## src/design/section_rva_to_file_offset_defines.svh

```systemverilog
// Assertion macros shared by the section translator RTL.
// Depends on nothing; expects clk and rst in the scope of use.
`ifndef SECTION_RVA_TO_FILE_OFFSET_DEFINES_SVH
`define SECTION_RVA_TO_FILE_OFFSET_DEFINES_SVH

// same-cycle implication
`define SRTFO_ASSERT_NOW(lbl, ante, cons, msg) \
  lbl: assert property (@(posedge clk) disable iff (rst) (ante) |-> (cons)) else $error(msg);

// next-cycle implication
`define SRTFO_ASSERT_NEXT(lbl, ante, cons, msg) \
  lbl: assert property (@(posedge clk) disable iff (rst) (ante) |=> (cons)) else $error(msg);

`endif

```

## src/design/srtfo_pkg.sv

```systemverilog
// Types and codes for the section table address translator.
// No dependencies.
package srtfo_pkg;

  localparam logic CMD_LOAD  = 1'b0;
  localparam logic CMD_XLATE = 1'b1;

  localparam logic [1:0] CFG_SECTION_COUNT = 2'd0;
  localparam logic [1:0] CFG_SECTION_ALIGN = 2'd1;
  localparam logic [1:0] CFG_FILE_ALIGN    = 2'd2;

  typedef enum logic [2:0] {
    ST_IDLE,
    ST_FETCH,
    ST_HEAD,
    ST_CHECK,
    ST_RND_V,
    ST_RND_P,
    ST_DECIDE
  } state_t;

  typedef struct packed {
    logic [31:0] virt_addr;
    logic [31:0] virt_size;
    logic [31:0] raw_size;
    logic [31:0] raw_ptr;
  } sect_t;

  // request to the shared round-up unit
  typedef struct packed {
    logic        go;
    logic [31:0] value;
    logic [31:0] grain;
  } rnd_req_t;

endpackage

```

## src/design/section_rva_to_file_offset.sv

```systemverilog
// Top level of the section table address translator.
// Uses srtfo_pkg, srtfo_round and section_rva_to_file_offset_defines.svh.
//
//  channel   | handshake        | payload
//  ----------+------------------+-------------------------------------------
//  command   | start / busy     | cmd, entry_index, sect_*, rva, span_size
//  result    | done (strobe)    | file_pos, found
//  config    | cfg_we           | cfg_index, cfg_data
//
// A load writes one table entry and leaves the block idle. A translate fetches
// the first entry for the head check, which may settle it. Each entry walked is
// then checked and either skipped or has its sizes rounded (check, two passes of
// the shared round-up unit, decide); each entry after the first is fetched first.
// Reset is synchronous; table contents are not cleared. The result strobe
// lasts one cycle and cannot be held off; busy is low again in that cycle.
`include "section_rva_to_file_offset_defines.svh"

module section_rva_to_file_offset #(
  parameter int MAX_SECTIONS = 16
) (
  input  logic        clk,
  input  logic        rst,
  input  logic        start,
  output logic        busy,
  input  logic        cmd,
  input  logic [3:0]  entry_index,
  input  logic [31:0] sect_virt_addr,
  input  logic [31:0] sect_virt_size,
  input  logic [31:0] sect_raw_size,
  input  logic [31:0] sect_raw_ptr,
  input  logic [31:0] rva,
  input  logic [31:0] span_size,
  output logic        done,
  output logic [31:0] file_pos,
  output logic        found,
  input  logic        cfg_we,
  input  logic [1:0]  cfg_index,
  input  logic [31:0] cfg_data
);

  localparam int IDX_W = (MAX_SECTIONS > 1) ? $clog2(MAX_SECTIONS) : 1;
  localparam int CNT_W = $clog2(MAX_SECTIONS + 1);

  srtfo_pkg::state_t   state, state_next;
  srtfo_pkg::sect_t    tab [MAX_SECTIONS];
  srtfo_pkg::sect_t    rd_q;
  srtfo_pkg::rnd_req_t rnd_req;

  logic [4:0]       section_count;
  logic [31:0]      section_alignment;
  logic [31:0]      file_alignment;
  logic [CNT_W-1:0] idx, idx_next;
  logic [CNT_W-1:0] n_eff;
  logic             head, head_next;
  logic [31:0]      addr, span;
  logic [31:0]      vs_r, vs_r_next;
  logic [31:0]      ps_r, ps_r_next;
  logic             done_next, found_next;
  logic [31:0]      file_pos_next;
  logic             rnd_done;
  logic [31:0]      rnd_result;
  logic             accept;
  logic [31:0]      lim0, off, lim;

  assign accept = start && !busy;
  assign busy   = (state != srtfo_pkg::ST_IDLE);

  // count saturated to the table size
  assign n_eff = (32'(section_count) > 32'(MAX_SECTIONS)) ? CNT_W'(MAX_SECTIONS)
                                                          : CNT_W'(section_count);

  // configuration registers
  always_ff @(posedge clk) begin
    if (rst) begin
      section_count     <= 5'd0;
      section_alignment <= 32'd4096;
      file_alignment    <= 32'd512;
    end else if (cfg_we) begin
      case (cfg_index)
        srtfo_pkg::CFG_SECTION_COUNT: section_count     <= cfg_data[4:0];
        srtfo_pkg::CFG_SECTION_ALIGN: section_alignment <= cfg_data;
        srtfo_pkg::CFG_FILE_ALIGN:    file_alignment    <= cfg_data;
        default: ;
      endcase
    end
  end

  // section table: one write port, registered read
  always_ff @(posedge clk) begin
    if (accept && cmd == srtfo_pkg::CMD_LOAD &&
        32'(entry_index) < 32'(MAX_SECTIONS)) begin
      tab[IDX_W'(entry_index)] <= '{sect_virt_addr, sect_virt_size,
                                    sect_raw_size, sect_raw_ptr};
    end
    rd_q <= tab[idx[IDX_W-1:0]];
  end

  // latch the transaction operands
  always_ff @(posedge clk) begin
    if (accept) begin
      addr <= rva;
      span <= span_size;
    end
  end

  srtfo_round u_round (
    .clk    (clk),
    .rst    (rst),
    .req    (rnd_req),
    .done   (rnd_done),
    .result (rnd_result)
  );

  assign lim0 = (rd_q.virt_addr < rd_q.raw_ptr) ? rd_q.virt_addr : rd_q.raw_ptr;
  assign off  = addr - rd_q.virt_addr;
  assign lim  = (vs_r < ps_r) ? vs_r : ps_r;

  // sequencer
  always_comb begin
    state_next    = state;
    idx_next      = idx;
    head_next     = head;
    vs_r_next     = vs_r;
    ps_r_next     = ps_r;
    done_next     = 1'b0;
    found_next    = 1'b0;
    file_pos_next = file_pos;
    rnd_req       = '{go: 1'b0, value: rd_q.raw_size, grain: file_alignment};
    case (state)
      srtfo_pkg::ST_IDLE: begin
        if (accept && cmd == srtfo_pkg::CMD_XLATE) begin
          if (n_eff == '0) begin
            done_next     = 1'b1;
            file_pos_next = 32'd0;
          end else begin
            idx_next   = '0;
            head_next  = 1'b1;
            state_next = srtfo_pkg::ST_FETCH;
          end
        end
      end
      srtfo_pkg::ST_FETCH: begin
        state_next = head ? srtfo_pkg::ST_HEAD : srtfo_pkg::ST_CHECK;
      end
      srtfo_pkg::ST_HEAD: begin
        head_next = 1'b0;
        if (addr < lim0) begin
          done_next     = 1'b1;
          found_next    = (span <= lim0 - addr);
          file_pos_next = (span <= lim0 - addr) ? addr : 32'd0;
          state_next    = srtfo_pkg::ST_IDLE;
        end else begin
          state_next = srtfo_pkg::ST_CHECK;
        end
      end
      srtfo_pkg::ST_CHECK: begin
        if (rd_q.raw_ptr == 32'd0 || addr < rd_q.virt_addr) begin
          if (idx + CNT_W'(1) == n_eff) begin
            done_next     = 1'b1;
            file_pos_next = 32'd0;
            state_next    = srtfo_pkg::ST_IDLE;
          end else begin
            idx_next   = idx + CNT_W'(1);
            state_next = srtfo_pkg::ST_FETCH;
          end
        end else begin
          rnd_req = '{go: 1'b1,
                      value: (rd_q.virt_size == 32'd0) ? rd_q.raw_size : rd_q.virt_size,
                      grain: section_alignment};
          state_next = srtfo_pkg::ST_RND_V;
        end
      end
      srtfo_pkg::ST_RND_V: begin
        if (rnd_done) begin
          vs_r_next  = rnd_result;
          rnd_req.go = 1'b1;
          state_next = srtfo_pkg::ST_RND_P;
        end
      end
      srtfo_pkg::ST_RND_P: begin
        if (rnd_done) begin
          ps_r_next  = rnd_result;
          state_next = srtfo_pkg::ST_DECIDE;
        end
      end
      srtfo_pkg::ST_DECIDE: begin
        if (off < lim) begin
          done_next     = 1'b1;
          found_next    = (span <= lim - off);
          file_pos_next = (span <= lim - off) ? rd_q.raw_ptr + off : 32'd0;
          state_next    = srtfo_pkg::ST_IDLE;
        end else if (idx + CNT_W'(1) == n_eff) begin
          done_next     = 1'b1;
          file_pos_next = 32'd0;
          state_next    = srtfo_pkg::ST_IDLE;
        end else begin
          idx_next   = idx + CNT_W'(1);
          state_next = srtfo_pkg::ST_FETCH;
        end
      end
      default: state_next = srtfo_pkg::ST_IDLE;
    endcase
  end

  always_ff @(posedge clk) begin
    if (rst) begin
      state <= srtfo_pkg::ST_IDLE;
      idx   <= '0;
      head  <= 1'b0;
      done  <= 1'b0;
      found <= 1'b0;
    end else begin
      state <= state_next;
      idx   <= idx_next;
      head  <= head_next;
      done  <= done_next;
      found <= found_next;
    end
  end

  always_ff @(posedge clk) begin
    vs_r     <= vs_r_next;
    ps_r     <= ps_r_next;
    file_pos <= file_pos_next;
  end

  // checks
  `SRTFO_ASSERT_NEXT(a_xlate_busy, accept && cmd == srtfo_pkg::CMD_XLATE && n_eff != '0, busy, "translate did not start")
  `SRTFO_ASSERT_NEXT(a_load_quiet, accept && cmd == srtfo_pkg::CMD_LOAD, !busy && !done, "load gave a result")
  `SRTFO_ASSERT_NOW(a_done_idle, done, !busy, "result while still busy")
  `SRTFO_ASSERT_NOW(a_found_strobe, !done, !found, "found without result strobe")

endmodule

```

## src/design/srtfo_round.sv

```systemverilog
// Round-up unit: value rounded up to a multiple of grain, 32-bit wrap.
// Restoring remainder, one bit per cycle. Uses srtfo_pkg.
module srtfo_round (
  input  logic                 clk,
  input  logic                 rst,
  input  srtfo_pkg::rnd_req_t  req,
  output logic                 done,
  output logic [31:0]          result
);

  logic [31:0] t_orig;
  logic [31:0] t_sh;
  logic [31:0] grain;
  logic [31:0] value;
  logic [31:0] rem;
  logic [5:0]  cnt;
  logic        active;
  logic [32:0] shifted;
  logic        take;

  // one remainder step
  assign shifted = {rem, t_sh[31]};
  assign take    = shifted >= {1'b0, grain};

  always_ff @(posedge clk) begin
    if (rst) begin
      active <= 1'b0;
      done   <= 1'b0;
      cnt    <= 6'd0;
    end else begin
      done <= 1'b0;
      if (req.go) begin
        active <= 1'b1;
        cnt    <= 6'd32;
      end else if (active) begin
        cnt <= cnt - 6'd1;
        if (cnt == 6'd1) begin
          active <= 1'b0;
          done   <= 1'b1;
        end
      end
    end
  end

  // datapath
  always_ff @(posedge clk) begin
    if (req.go) begin
      t_orig <= req.value + req.grain - 32'd1;
      t_sh   <= req.value + req.grain - 32'd1;
      grain  <= req.grain;
      value  <= req.value;
      rem    <= 32'd0;
    end else if (active) begin
      t_sh <= {t_sh[30:0], 1'b0};
      rem  <= take ? 32'(shifted - {1'b0, grain}) : shifted[31:0];
    end
  end

  // zero grain leaves the value unrounded
  assign result = (grain == 32'd0) ? value : t_orig - rem;

endmodule
```

## config.mk

```make
export PLATFORM = sky130hd
export DESIGN_NAME = section_rva_to_file_offset
export DESIGN_NICKNAME = d
export VERILOG_FILES = /design/src/design/srtfo_pkg.sv /design/src/design/section_rva_to_file_offset.sv /design/src/design/srtfo_round.sv
export VERILOG_INCLUDE_DIRS = /design/src /design/src/design
export SDC_FILE = /design/constraint.sdc
export NUM_CORES = 2
export LEC_CHECK = 0
export BUFFER_PORTS_ARGS = -buffer_cell sky130_fd_sc_hd__buf_2
export CAP_MARGIN = 10
export CORE_MARGIN = 2
export CORE_UTILIZATION = 50
export CTS_BUF_LIST = sky130_fd_sc_hd__clkbuf_4
export DETAILED_ROUTE_END_ITERATION = 10
export PLACE_DENSITY = 0.66
export SKIP_CTS_REPAIR_TIMING = 1
export SLEW_MARGIN = 5
export SYNTH_ARGS = -nofsm -noshare
export SYNTH_HDL_FRONTEND = slang
export SYNTH_SLANG_ARGS = --single-unit
```

## constraint.sdc

```tcl
create_clock -name clk -period 12.1 [get_ports clk]
set_input_delay 0.605 -clock clk [delete_from_list [all_inputs] [get_ports clk]]
set_output_delay 0.605 -clock clk [all_outputs]
set_load 0.02 [all_outputs]
```

==> flow_summary_export.csv <==
group,metric,value,unit
final_layout,syn_to_final_growth,15.2,%
critical_path,critical_path.max_fanout,32,
final_layout,final_area,128000,um2
drt,drc,0,
yosys,synth-compound-area-share,0.0546,
final_layout,layout-drive-gt1-share,0.264,
clock_network,htreeDepth,6,
yosys,yosysWarningCount,0,
drt,wl,296,mm
timing,hold_viol,0,
yosys,yosys.area.top_type,"edfxtp_1",
yosys,synthTopCellsByArea,"edfxtp_1, mux4_2, dfxtp_1",
floorplanning,core-area,222000,um2
yosys,syn_area,111000,um2
timing,timing.final.ws_setup,3.62,ns
timing,relSlewSlack,0.218,
placement,preCtsSetupSlack,3.59,ns
flow_run,drv_cap,0,
yosys,synth_top_cell_area_share,0.631,
yosys,synth_seq_cells,2584,
yosys,syn_avg_cell_area,17.0,um2
critical_path,critPathLaunchType,"flip-flop",
yosys,yosysSeqAreaShare,0.676,
clock_network,clock_sinks,2584,
drt,via_per_inst,5.82,
final_layout,largest_register,"tab",
clock_network,cts_buffer_depth,4,
global_routing,gr-usage-all-layers,0.258,
clock_network,numCtsBuffers,671,
drt,wl_per_cell,26.6,um
yosys,synthAdderAreaFrac,0.0441,
timing,maxSlewViolCount,0,
floorplanning,io_pins,270,
pwr,p_leak,0.0449,uW
yosys,synth_xor_area_frac,0.0154,
clock_network,cts-root-buf,"clkbuf_4",
critical_path,crit_type,"flip-flop to flip-flop",
critical_path,cp.required,13.27,ns
placement,dp_hpwl,180,mm
global_routing,grt_pass1_vias,63800,
pwr,p_per_area,148,nW/um2
drt,vias,64800,
critical_path,cp_slowest_cell,"o31ai_1",
drt,drt_iter0_markers,6338,
floorplanning,die_area,226000,um2
critical_path,critPathBufInv,4,
yosys,muxShareOfSynthArea,0.146,
yosys,yosys-top-cells-count,"edfxtp_1, mux4_2, inv_1, ha_1, nand2_1",
global_routing,grt_max_degree,103,
timing,period_minus_slack,8.48,ns
drt,final_antenna_net_count,0,
yosys,synth_cell_types,79,
yosys,postSynth.topFlopCell,"edfxtp_1",
yosys,synth_edf_count,2336,
yosys,synth_most_common_cell,"edfxtp_1",
timing,finalClockSkew,0.123,ns
placement,dpl_cell_area,116000,um2
yosys,syn-instance-count,6538,
critical_path,crit_top_cell,"a21o_1",
pwr,max-vdd-ir-drop,0.103,mV
global_routing,overflow,0,
yosys,async_flop_share,0,
floorplanning,num_rows,173,
timing,fmax,0.118,GHz
clock_network,clk_pin_slew_worst_paths,0.06,ns
critical_path,max_stage_delay,0.54,ns
critical_path,end_kind,"flip-flop",
timing,rsz0062_at_grt,"no",
timing,setup_viol,0,
critical_path,critical_path.top_delay_family,"compound AO/OA/AOI/OAI gates",
clock_network,clock_latency,1.45,ns
placement,portBuffers,269,
final_layout,largest_reg_flops,2048,
final_layout,layout.nets,8272,
timing,fin_tns_setup,0,ns
timing,tightest_slew,1.17,ns
yosys,syn-num-nets,7160,
timing,finalCritPeriodShare,0.701,
worst_hold_path,hp-class,"input pin to flip-flop",
yosys,synth_top_family_by_area,"multiplexers",
placement,gp_congestion,0.935,
floorplanning,die_w,475,um
critical_path,arrival,9.66,ns
global_routing,grt_pass1_wl,420,mm
final_layout,reg_top3,"tab x2048, rd_q x128",
clock_network,tritoncts,"yes",
drt,drt_pre_antenna_iters,7,
global_routing,antenna_found_initial,69,
floorplanning,chipHeight,475,um
floorplanning,start_util,0.501,
run_status,status,"finished, final reports clean",
yosys,synthSimpleGateAreaFrac,0.0412,
[cell type report]
class / count / area (um2)
Timing Repair Buffer: 689 / 5490
Clock buffer: 997 / 7480
Antenna cell: 23 / 57.6
Inverter: 419 / 1580
Multi-Input combinational cell: 3285 / 33600
Sequential cell: 2584 / 75100
Tap cell: 2975 / 3720
Clock inverter: 151 / 922
Fill cell: 17200 / 93600
[layer usage]
layer / part of all wire / global-route usage / vias up
li1: - / - / 28600
met1: 0.41 / 0.343 / 32900
met2: 0.47 / 0.396 / 2701
met3: 0.093 / 0.0793 / 548
met4: 0.035 / 0.106 / 48
met5: 0.0011 / 0 / -
[logic make-up (layout without fill, tap and decap cells)]
family                   Yosys count  count (layout)
AO/OA/AOI/OAI                    938             938
flip-flops                      2584            2584
AND/OR/NAND/NOR                  953             953
multiplexers                     813             813
adder cells (fa/ha/maj)          387             387
other                              0              23
XOR/XNOR                         194             194
buffers and inverters            669            2256
[cells in the final DEF (no fill, tap or decap), types with 91 or more instances in the layout]
cell,netlist,routed
dfxtp_1,248,243
clkbuf_4,0,997
nand2_1,344,344
clkinv_1,0,109
dlygate4sd3_1,0,334
nor2_1,166,151
mux4_2,640,640
buf_2,12,269
mux2i_1,133,133
a21o_1,150,150
o21ai_0,160,160
edfxtp_1,2336,2336
nor3_1,95,91
inv_1,419,417
ha_1,380,380
a21oi_1,310,309
xnor2_1,114,114
[where the power goes]
| group | leakage (uW) | internal (uW) | switching [uW] |
|---|---|---|---|
| Sequential | 0.0232 | 9850 | 80.2 |
| Combinational | 0.0167 | 599 | 984 |
| Clock | 0.00502 | 3980 | 3470 |
| Total | 0.0449 | 14400 | 4530 |
[per-stage QoR]
stage,power (uW),hold WS (ns),utilization,instances
2_1_floorplan,11000,0.436,-,6538
3_3_place_gp,11600,0.442,0.524,9618
3_5_place_dp,11600,0.446,0.524,9618
4_1_cts,19100,-0.820,0.562,10800
5_1_grt,19800,-0.00541,0.577,11100
6_report,19000,0.0312,0.578,11100
[final timing paths]
| path | start | endpoint | slack (ns) | depth (start not counted) |
|---|---|---|---|---|
| worst max-delay path | rd_q[25] | file_pos[1] | 3.62 | 35 |
| worst min-delay path | cfg_data[5] | section_alignment[5] | 0.03 | 4 |
| worst max register to register | rd_q[25] | file_pos[1] | 3.62 | 35 |
| worst min register to register | file_alignment[8] | file_alignment[8] | 0.45 | 2 |
[tightest hold or removal path: stages]
cell and delay, ns:
dlygate4sd3_1 0.54, buf_2 0.13, nand2_1 0.05, a21oi_1 0.06
Note: power is estimated with default switching activity, not from simulation.
